`config.mk`:
```
export PLATFORM = sky130hd
export DESIGN_NAME = led_blink_pattern_engine_core
export DESIGN_NICKNAME = d
export VERILOG_FILES = /design/src/design/lbpe_pkg.sv /design/src/design/lbpe_timebase.sv /design/src/design/lbpe_mask_update.sv /design/src/design/led_blink_pattern_engine_core.sv
export SDC_FILE = /design/constraint.sdc
export NUM_CORES = 1
export LEC_CHECK = 0
export BUFFER_PORTS_ARGS = -buffer_cell sky130_fd_sc_hd__buf_4
export CAP_MARGIN = 10
export CORE_AREA = 2 2 212 214
export CTS_CLUSTER_DIAMETER = 100
export DETAILED_ROUTE_END_ITERATION = 7
export DIE_AREA = 0 0 214 216
export MAX_ROUTING_LAYER = met4
export PLACE_DENSITY = 0.76
export SLEW_MARGIN = 20
export SYNTH_ARGS = -nofsm -noshare
export SYNTH_HDL_FRONTEND = slang
export SYNTH_SLANG_ARGS = --single-unit
```
`constraint.sdc`:
```
create_clock -name clk -period 3.4 [get_ports clk]
set_input_delay 0.68 -clock clk [delete_from_list [all_inputs] [get_ports clk]]
set_output_delay 0.68 -clock clk [all_outputs]
set_load 0.1 [all_outputs]
```
`src/design/lbpe_pkg.sv`:
```
// Shared types, constants and codes for the LED blink pattern engine.
// Used by every module of the block; depends on nothing else.
`timescale 1ns / 1ps
`default_nettype none

package lbpe_pkg;

    localparam int LED_COUNT    = 32;
    localparam int FIELD_W      = 32;
    localparam int PERIOD_W     = 16;
    localparam int ACTION_W     = 3;
    localparam int CFG_INDEX_W  = 3;
    localparam int CFG_DATA_W   = 32;
    localparam int IN_TDATA_W   = 40;
    localparam int OUT_TDATA_W  = 72;

    localparam logic [PERIOD_W-1:0] SLOW_PERIOD_RST  = 16'd70;
    localparam logic [PERIOD_W-1:0] FAST_PERIOD_RST  = 16'd20;
    localparam logic [PERIOD_W-1:0] BEAT_ZERO_RST    = 16'd10;
    localparam logic [PERIOD_W-1:0] BEAT_ONE_RST     = 16'd20;
    localparam logic [PERIOD_W-1:0] BEAT_TWO_RST     = 16'd10;
    localparam logic [PERIOD_W-1:0] BEAT_THREE_RST   = 16'd120;
    localparam logic [FIELD_W-1:0]  POLARITY_RST     = 32'hFFFF_FFFF;
    localparam logic [FIELD_W-1:0]  PRESENT_RST      = 32'hFFFF_FFFF;

    localparam logic FUNC_TICK = 1'b0;

    typedef enum logic [ACTION_W-1:0] {
        ACT_OFF    = 3'd0,
        ACT_ON     = 3'd1,
        ACT_TOGGLE = 3'd2,
        ACT_SLOW   = 3'd3,
        ACT_FAST   = 3'd4,
        ACT_BEAT   = 3'd5
    } action_t;

    typedef enum logic [CFG_INDEX_W-1:0] {
        CFG_SLOW_PERIOD = 3'd0,
        CFG_FAST_PERIOD = 3'd1,
        CFG_BEAT_ZERO   = 3'd2,
        CFG_BEAT_ONE    = 3'd3,
        CFG_BEAT_TWO    = 3'd4,
        CFG_BEAT_THREE  = 3'd5,
        CFG_POLARITY    = 3'd6,
        CFG_PRESENT     = 3'd7
    } cfg_index_t;

    typedef enum logic [1:0] {
        BEAT_OFF_A = 2'd0,
        BEAT_ON_A  = 2'd1,
        BEAT_OFF_B = 2'd2,
        BEAT_ON_B  = 2'd3
    } beat_phase_t;

    typedef struct packed {
        logic [PERIOD_W-1:0] slow_period;
        logic [PERIOD_W-1:0] fast_period;
        logic [PERIOD_W-1:0] beat_zero;
        logic [PERIOD_W-1:0] beat_one;
        logic [PERIOD_W-1:0] beat_two;
        logic [PERIOD_W-1:0] beat_three;
    } timing_cfg_t;

    typedef struct packed {
        logic slow;
        logic fast;
        logic beat;
        logic beat_on;
    } tick_events_t;

endpackage

`default_nettype wire

```
`src/design/lbpe_timebase.sv`:
```
// Slow, fast and heartbeat counters with the heartbeat phase sequencer.
// Produces the events of the next tick; depends on lbpe_pkg.
`timescale 1ns / 1ps
`default_nettype none

module lbpe_timebase
    import lbpe_pkg::*;
(
    input  wire logic         clk,
    input  wire logic         rst_n,
    input  wire logic         step,
    input  wire timing_cfg_t  timing,
    output tick_events_t      events
);

    logic [PERIOD_W-1:0] slow_count_reg;
    logic [PERIOD_W-1:0] slow_count_next;
    logic [PERIOD_W-1:0] fast_count_reg;
    logic [PERIOD_W-1:0] fast_count_next;
    logic [PERIOD_W-1:0] beat_count_reg;
    logic [PERIOD_W-1:0] beat_count_next;
    beat_phase_t         phase_reg;
    beat_phase_t         phase_next;

    logic [PERIOD_W:0]   slow_inc;
    logic [PERIOD_W:0]   fast_inc;
    logic [PERIOD_W:0]   beat_inc;
    logic [PERIOD_W-1:0] phase_len;
    beat_phase_t         phase_adv;

    // Phase length and the phase that follows the current one.
    always_comb
    begin
        case (phase_reg)
            BEAT_OFF_A:
            begin
                phase_len = timing.beat_zero;
                phase_adv = BEAT_ON_A;
            end
            BEAT_ON_A:
            begin
                phase_len = timing.beat_one;
                phase_adv = BEAT_OFF_B;
            end
            BEAT_OFF_B:
            begin
                phase_len = timing.beat_two;
                phase_adv = BEAT_ON_B;
            end
            BEAT_ON_B:
            begin
                phase_len = timing.beat_three;
                phase_adv = BEAT_OFF_A;
            end
            default:
            begin
                phase_len = timing.beat_zero;
                phase_adv = BEAT_ON_A;
            end
        endcase
    end

    always_comb
    begin
        slow_inc = {1'b0, slow_count_reg} + {{PERIOD_W{1'b0}}, 1'b1};
        fast_inc = {1'b0, fast_count_reg} + {{PERIOD_W{1'b0}}, 1'b1};
        beat_inc = {1'b0, beat_count_reg} + {{PERIOD_W{1'b0}}, 1'b1};

        events.slow    = slow_inc >= {1'b0, timing.slow_period};
        events.fast    = fast_inc >= {1'b0, timing.fast_period};
        events.beat    = beat_inc >= {1'b0, phase_len};
        events.beat_on = (phase_adv == BEAT_ON_A) || (phase_adv == BEAT_ON_B);

        slow_count_next = events.slow ? '0 : slow_inc[PERIOD_W-1:0];
        fast_count_next = events.fast ? '0 : fast_inc[PERIOD_W-1:0];
        beat_count_next = events.beat ? '0 : beat_inc[PERIOD_W-1:0];
    end

    always_comb
    begin
        phase_next = phase_reg;
        if (events.beat)
        begin
            phase_next = phase_adv;
        end
    end

    always_ff @(posedge clk or negedge rst_n)
    begin
        if (!rst_n)
        begin
            slow_count_reg <= '0;
            fast_count_reg <= '0;
            beat_count_reg <= '0;
            phase_reg      <= BEAT_OFF_A;
        end
        else if (step)
        begin
            slow_count_reg <= slow_count_next;
            fast_count_reg <= fast_count_next;
            beat_count_reg <= beat_count_next;
            phase_reg      <= phase_next;
        end
    end

endmodule

`default_nettype wire

```
`src/design/lbpe_mask_update.sv`:
```
// Per-LED mode masks and lit state, updated by ticks and set commands.
// Depends on lbpe_pkg and on the events from lbpe_timebase.
`timescale 1ns / 1ps
`default_nettype none

module lbpe_mask_update
    import lbpe_pkg::*;
#(
    parameter int NUM_LEDS = LED_COUNT
)
(
    input  wire logic                clk,
    input  wire logic                rst_n,
    input  wire logic                step,
    input  wire logic                is_tick,
    input  wire logic [NUM_LEDS-1:0] mask,
    input  wire logic [ACTION_W-1:0] action,
    input  wire tick_events_t        events,
    output logic [NUM_LEDS-1:0]      lit_next,
    output logic                     bad
);

    logic [NUM_LEDS-1:0] slow_set_reg;
    logic [NUM_LEDS-1:0] slow_set_next;
    logic [NUM_LEDS-1:0] fast_set_reg;
    logic [NUM_LEDS-1:0] fast_set_next;
    logic [NUM_LEDS-1:0] beat_set_reg;
    logic [NUM_LEDS-1:0] beat_set_next;
    logic [NUM_LEDS-1:0] lit_reg;
    logic [NUM_LEDS-1:0] toggled;

    always_comb
    begin
        slow_set_next = slow_set_reg;
        fast_set_next = fast_set_reg;
        beat_set_next = beat_set_reg;
        lit_next      = lit_reg;
        bad           = 1'b0;
        toggled       = lit_reg;

        if (is_tick)
        begin
            if (events.slow)
            begin
                toggled = toggled ^ slow_set_reg;
            end
            if (events.fast)
            begin
                toggled = toggled ^ fast_set_reg;
            end
            lit_next = toggled;
            if (events.beat)
            begin
                lit_next = events.beat_on ? (toggled | beat_set_reg)
                                          : (toggled & ~beat_set_reg);
            end
        end
        else
        begin
            // A valid action first takes the LEDs out of every blink mode.
            slow_set_next = slow_set_reg & ~mask;
            fast_set_next = fast_set_reg & ~mask;
            beat_set_next = beat_set_reg & ~mask;
            case (action)
                ACT_OFF:    lit_next = lit_reg & ~mask;
                ACT_ON:     lit_next = lit_reg | mask;
                ACT_TOGGLE: lit_next = lit_reg ^ mask;
                ACT_SLOW:   slow_set_next = slow_set_next | mask;
                ACT_FAST:   fast_set_next = fast_set_next | mask;
                ACT_BEAT:   beat_set_next = beat_set_next | mask;
                default:
                begin
                    slow_set_next = slow_set_reg;
                    fast_set_next = fast_set_reg;
                    beat_set_next = beat_set_reg;
                    bad           = 1'b1;
                end
            endcase
        end
    end

    always_ff @(posedge clk or negedge rst_n)
    begin
        if (!rst_n)
        begin
            slow_set_reg <= '0;
            fast_set_reg <= '0;
            beat_set_reg <= '0;
            lit_reg      <= '0;
        end
        else if (step)
        begin
            slow_set_reg <= slow_set_next;
            fast_set_reg <= fast_set_next;
            beat_set_reg <= beat_set_next;
            lit_reg      <= lit_next;
        end
    end

endmodule

`default_nettype wire

```
`src/design/led_blink_pattern_engine_core.sv`:
```
// LED blink pattern engine, top level: configuration registers, input and
// result registers around the counter and mask logic.
// Depends on lbpe_pkg, lbpe_timebase and lbpe_mask_update.
//
// Usage: each input word is a tick (tuser = 0) or a set command (tuser = 1)
// carrying an LED mask and an action. Every word yields exactly one result
// word with the lit status of all LEDs, the pin levels after polarity and
// presence, and a flag for an invalid action. The configuration port writes
// one of eight registers per cycle with cfg_we high; write it only while no
// word is in flight.
// An accepted input word is first held in the input register, then moves
// into the result register and sits there until it is taken. Throughput is
// one word per cycle while the receiver takes the results, set by the state
// update that is done combinationally between the two registers. When the
// receiver stalls, the result register holds and the input register still
// takes one more word; after that s_axis_tready drops until the result is
// taken. Reset clears all counters, modes and lit bits, empties both
// registers and loads the register defaults.
`timescale 1ns / 1ps
`default_nettype none

module led_blink_pattern_engine_core
    import lbpe_pkg::*;
#(
    parameter int NUM_LEDS = LED_COUNT
)
(
    input  wire logic                   clk,
    input  wire logic                   rst_n,
    input  wire logic                   s_axis_tvalid,
    output logic                        s_axis_tready,
    // [31:0] led_mask, [34:32] action, [39:35] zero
    input  wire logic [IN_TDATA_W-1:0]  s_axis_tdata,
    // [0] func
    input  wire logic [0:0]             s_axis_tuser,
    output logic                        m_axis_tvalid,
    input  wire logic                   m_axis_tready,
    // [31:0] status_word, [63:32] pin_levels, [64] bad_action, [71:65] zero
    output logic [OUT_TDATA_W-1:0]      m_axis_tdata,
    input  wire logic                   cfg_we,
    input  wire logic [CFG_INDEX_W-1:0] cfg_index,
    input  wire logic [CFG_DATA_W-1:0]  cfg_data
);

    timing_cfg_t          timing_reg;
    logic [FIELD_W-1:0]   polarity_reg;
    logic [FIELD_W-1:0]   present_reg;

    logic                 in_valid_reg;
    logic                 in_func_reg;
    logic [NUM_LEDS-1:0]  in_mask_reg;
    logic [ACTION_W-1:0]  in_action_reg;
    logic                 in_move;

    logic                 out_valid_reg;
    logic [NUM_LEDS-1:0]  out_status_reg;
    logic [NUM_LEDS-1:0]  out_pins_reg;
    logic                 out_bad_reg;

    tick_events_t         events;
    logic                 is_tick;
    logic [NUM_LEDS-1:0]  lit_next;
    logic                 bad;
    logic [NUM_LEDS-1:0]  pins_next;
    logic [FIELD_W-1:0]   status_wide;
    logic [FIELD_W-1:0]   pins_wide;

    assign in_move       = in_valid_reg && (!out_valid_reg || m_axis_tready);
    assign s_axis_tready = !in_valid_reg || in_move;
    assign is_tick       = (in_func_reg == FUNC_TICK);

    always_ff @(posedge clk or negedge rst_n)
    begin
        if (!rst_n)
        begin
            timing_reg.slow_period <= SLOW_PERIOD_RST;
            timing_reg.fast_period <= FAST_PERIOD_RST;
            timing_reg.beat_zero   <= BEAT_ZERO_RST;
            timing_reg.beat_one    <= BEAT_ONE_RST;
            timing_reg.beat_two    <= BEAT_TWO_RST;
            timing_reg.beat_three  <= BEAT_THREE_RST;
            polarity_reg           <= POLARITY_RST;
            present_reg            <= PRESENT_RST;
        end
        else if (cfg_we)
        begin
            case (cfg_index_t'(cfg_index))
                CFG_SLOW_PERIOD: timing_reg.slow_period <= cfg_data[PERIOD_W-1:0];
                CFG_FAST_PERIOD: timing_reg.fast_period <= cfg_data[PERIOD_W-1:0];
                CFG_BEAT_ZERO:   timing_reg.beat_zero   <= cfg_data[PERIOD_W-1:0];
                CFG_BEAT_ONE:    timing_reg.beat_one    <= cfg_data[PERIOD_W-1:0];
                CFG_BEAT_TWO:    timing_reg.beat_two    <= cfg_data[PERIOD_W-1:0];
                CFG_BEAT_THREE:  timing_reg.beat_three  <= cfg_data[PERIOD_W-1:0];
                CFG_POLARITY:    polarity_reg           <= cfg_data;
                CFG_PRESENT:     present_reg            <= cfg_data;
                default:         polarity_reg           <= polarity_reg;
            endcase
        end
    end

    always_ff @(posedge clk or negedge rst_n)
    begin
        if (!rst_n)
        begin
            in_valid_reg <= 1'b0;
        end
        else if (s_axis_tready)
        begin
            in_valid_reg <= s_axis_tvalid;
        end
    end

    always_ff @(posedge clk)
    begin
        if (s_axis_tready && s_axis_tvalid)
        begin
            in_func_reg   <= s_axis_tuser[0];
            in_mask_reg   <= s_axis_tdata[NUM_LEDS-1:0];
            in_action_reg <= s_axis_tdata[FIELD_W+ACTION_W-1:FIELD_W];
        end
    end

    lbpe_timebase u_timebase
    (
        .clk    (clk),
        .rst_n  (rst_n),
        .step   (in_move && is_tick),
        .timing (timing_reg),
        .events (events)
    );

    lbpe_mask_update #(
        .NUM_LEDS (NUM_LEDS)
    ) u_mask_update
    (
        .clk      (clk),
        .rst_n    (rst_n),
        .step     (in_move),
        .is_tick  (is_tick),
        .mask     (in_mask_reg),
        .action   (in_action_reg),
        .events   (events),
        .lit_next (lit_next),
        .bad      (bad)
    );

    assign pins_next = ~(lit_next ^ polarity_reg[NUM_LEDS-1:0]) & present_reg[NUM_LEDS-1:0];

    always_ff @(posedge clk or negedge rst_n)
    begin
        if (!rst_n)
        begin
            out_valid_reg <= 1'b0;
        end
        else if (!out_valid_reg || m_axis_tready)
        begin
            out_valid_reg <= in_valid_reg;
        end
    end

    always_ff @(posedge clk)
    begin
        if (in_move)
        begin
            out_status_reg <= lit_next;
            out_pins_reg   <= pins_next;
            out_bad_reg    <= bad;
        end
    end

    always_comb
    begin
        status_wide                 = '0;
        pins_wide                   = '0;
        status_wide[NUM_LEDS-1:0]   = out_status_reg;
        pins_wide[NUM_LEDS-1:0]     = out_pins_reg;
        m_axis_tdata                = '0;
        m_axis_tdata[FIELD_W-1:0]   = status_wide;
        m_axis_tdata[2*FIELD_W-1:FIELD_W] = pins_wide;
        m_axis_tdata[2*FIELD_W]     = out_bad_reg;
    end

    assign m_axis_tvalid = out_valid_reg;

endmodule

`default_nettype wire

```
==> summary.txt <==
outcome = complete, but fails checks
failing checks = setup timing
PD cells = 646 nW/um^2
Max FO, Critical Path = 8
Worst Max-Slew Pin Slew = 0.944 ns
Reg-to-Reg Start = u_timebase.phase_reg[1]
reg2reg end = out_pins_reg[16]
most area-hungry cell type in the Yosys netlist = dfrtp_1
antenna cell count = 0
CP endpoint kind = register
Ys Warns = 0
Worst Hold Class = in2async
#FFs+latches synth = 441
GR Util met3 = 4.17%
Clock transition at path regs = 0.06 ns
GP Congestion = 0.869
Synth Area in XOR/XNOR = 4.78%
Min Clock Period, post-route = 3.88 ns
synth top area cells = dfrtp_1 27%, edfxtp_1 13%, dfstp_2 8.7%
Worst-Skew Late Latency = 0.59 ns
# IOs = 155
initial antenna violation count = 0
# hold bufs at CTS = 0
vias in the first global route = 19465
final max-slew violation count = 0
Leak Pwr = 13.0 nW
clk_skew = 0.0247 ns
first-pass GRT wire length = 103 mm
Pwr Total = 19.0 mW
Yosys top cell area share = 27.3%
starting density of the core = 54.6%
clock buffer depth = 3
core area = 43800 sq um
complex-gate fraction of the synthesized area = 14.1%
critical path type = reg2reg
clock sinks = 441
Port-buffer cells = 142
Setup-failing EPs final = 96
Vias = 19210
mux cell area share after synthesis = 7.45%
Routed wire per std cell = 20.5 microns
GR Util met2 = 48.9%
setup slack, reg-to-reg = -0.48 ns
Rows = 77
Worst setup SP type = register
final WL = 66.7 mm
GR Overflow Total = 0
Die X = 214 microns
Peak VDD IR = 546 uV
GRT Overall Usage = 29.0%
largest net degree at the start of global routing = 84
CTS tree = built
met1 GRT Util = 33.8%
DRT Pass-1 Iters = 6
critical path arrival = 4.31 ns
area grow syn2layout = 23.1%
Initial DRC Count = 1817
Post-synth EDFFs = 101
die area = 46200 sq um
worst setup margin = -0.483 ns
ys flop type = dfrtp_1
sequential cell area = 11600 sq um
height of the die = 216 microns
max-cap viol count = 0
Root Buffer = clkbuf_16
fmax = 258 MHz
Final Hold Fails = 0
WP data required = 3.83 ns
Via-to-Cell Ratio = 5.90
Slew HR = 37.0%
GR peak layer = met2
filler instances = 3177
number of H-tree levels = 2
setup_tns = -35.05 ns
antenna viol nets, final = 0
DRC = 0
area of the multi-input gates = 12200 sq um
dpl hpwl = 41.0 mm
Mean Syn Cell Area = 10.1 sq um
Num CTS Buffers = 47
unrepaired setup endpoints after global routing = yes
largest family of logic cells by synthesized area = simple AND/OR/NAND/NOR gates
period utilization = 114%
Final #Nets = 2828
Netlist cell types = 59
reg2reg path depth = 17
synthesized area = 23900 sq um
sequential share of the synthesized area = 48.6%
Synth Area in Simple Gates = 14.1%
post-synthesis adder-cell area fraction = 6.22%
fraction of layout cells with a size suffix above 1 = 29.8%
Cells after Synth = 2380
asr flop ratio synth = 77.1%
-- cells in the mapped netlist, drive strengths merged, types with 3 or more instances --
library cell and instances:
a211oi 26, nor2b 16, and4 4, a222oi 16, nand2b 49, xor2 17, inv 135, a21o 39
o2bb2ai 33, ha 119, o211ai 33, mux2 130, dfstp 79, o21bai 32, o31ai 7, mux2i 32
or2 3, buf 27, nor3b 3, and3 13, nand4b 35, clkbuf 108, and2 3, edfxtp 101
xnor2 88, nor2 116, nand2 456, a21oi 54, nand3 29, dfrtp 261, nor4 3, nand4 15
nor3 6, o21ai 273
-- worst max-delay path: stages, from the launching register on --
cell	delay, ns
dfrtp_1	0.39
buf_6	0.13
ha_4	0.19
buf_8	0.15
a222oi_1	0.42
nand2_1	0.13
o21ai_1	0.11
ha_1	0.16
nand4_1	0.21
a311oi_2	0.33
o311ai_4	0.16
a2111oi_4	0.34
buf_6	0.18
buf_12	0.13
buf_16	0.16
o2bb2ai_1	0.13
o21bai_4	0.16
mux2i_1	0.22
-- repair_timing --
item,4_1_cts,5_1_grt
endpoints found under the setup margin,106,130
gates cloned,5,3
buffers inserted,21,19
pin swaps,35,19
gates resized for setup,101,106
-- placed cells by master, fill, tap and decap left out, drive strengths merged, types with 4 or more instances in the layout --
cell type	synthesis	routed
a222oi	16	16
inv	135	135
o31ai	7	7
edfxtp	101	101
nor2b	16	16
dfstp	79	79
clkinv	1	13
o21bai	32	32
nor2	116	116
buf	27	326
nand4	15	15
ha	119	119
xor2	17	17
a211oi	26	26
nand2b	49	49
conb	1	7
mux2	130	130
xnor2	88	88
o2bb2ai	33	33
mux2i	32	32
nand4b	35	35
and3	13	13
clkbuf	108	74
nand2	456	456
and4	4	4
o211ai	33	33
a21o	39	39
nand3	29	29
dfrtp	261	261
nor3	6	6
o21ai	273	273
a21oi	54	54
-- final cells by class --
class / count / share of cell area, %
Timing Repair Buffer: 328 / 9.96
Sequential cell: 441 / 39.5
Tap cell: 592 / 2.51
Inverter: 136 / 1.74
Multi-Input combinational cell: 1674 / 41.3
Clock inverter: 14 / 0.374
Clock buffer: 73 / 4.63
-- worst max-delay path by stage --
stage	start	to	slack (ns)	depth (start not counted)
after floorplan	u_timebase.phase_reg[0]	out_pins_reg[25]	-0.07	17
after global placement	u_timebase.phase_reg[1]	out_pins_reg[8]	-0.38	15
after detailed placement	u_timebase.phase_reg[1]	out_pins_reg[31]	-0.54	15
after CTS	u_timebase.phase_reg[0]	out_pins_reg[16]	-0.33	17
after global routing	u_timebase.phase_reg[1]	out_pins_reg[0]	-0.60	17
final	u_timebase.phase_reg[1]	out_pins_reg[16]	-0.48	17
-- where the power goes --
part	leakage (nW)	internal [mW]	total (mW)	switching, mW
clock network	0.725	2.84	5.00	2.16
logic	7.16	2.65	6.68	4.03
registers	5.15	6.63	7.35	0.723
-- layer usage --
metal	wire length, microns	up-vias
met5	0	-
met1	25900	9495
met3	4250	224
li1	-	8690
met4	3200	0
met2	33400	801
-- kinds of logic (layout without fill, tap and decap cells) --
kind of cell,count (synthesis),after routing
AND/OR/NAND/NOR,754,754
AO/OA/AOI/OAI,527,527
flip-flops,441,441
buffers and inverters,271,551
multiplexers,162,162
adder cells (fa/ha/maj),119,119
XOR/XNOR,105,105
other,1,7
-- metrics by stage --
step	util [%]	worst slack [ns]	cells	cell area, sq um	hold slack, ns
after floorplan	-	-0.0695	2386	24100	0.384
after global placement	60.7	-0.380	3125	26600	0.461
after detailed placement	60.7	-0.544	3125	26600	0.470
after CTS	66.0	-0.335	3237	28900	0.137
after global routing	67.2	-0.597	3258	29500	0.164
final	67.2	-0.483	3258	29500	0.125
Power figures use the tool's default switching activity.
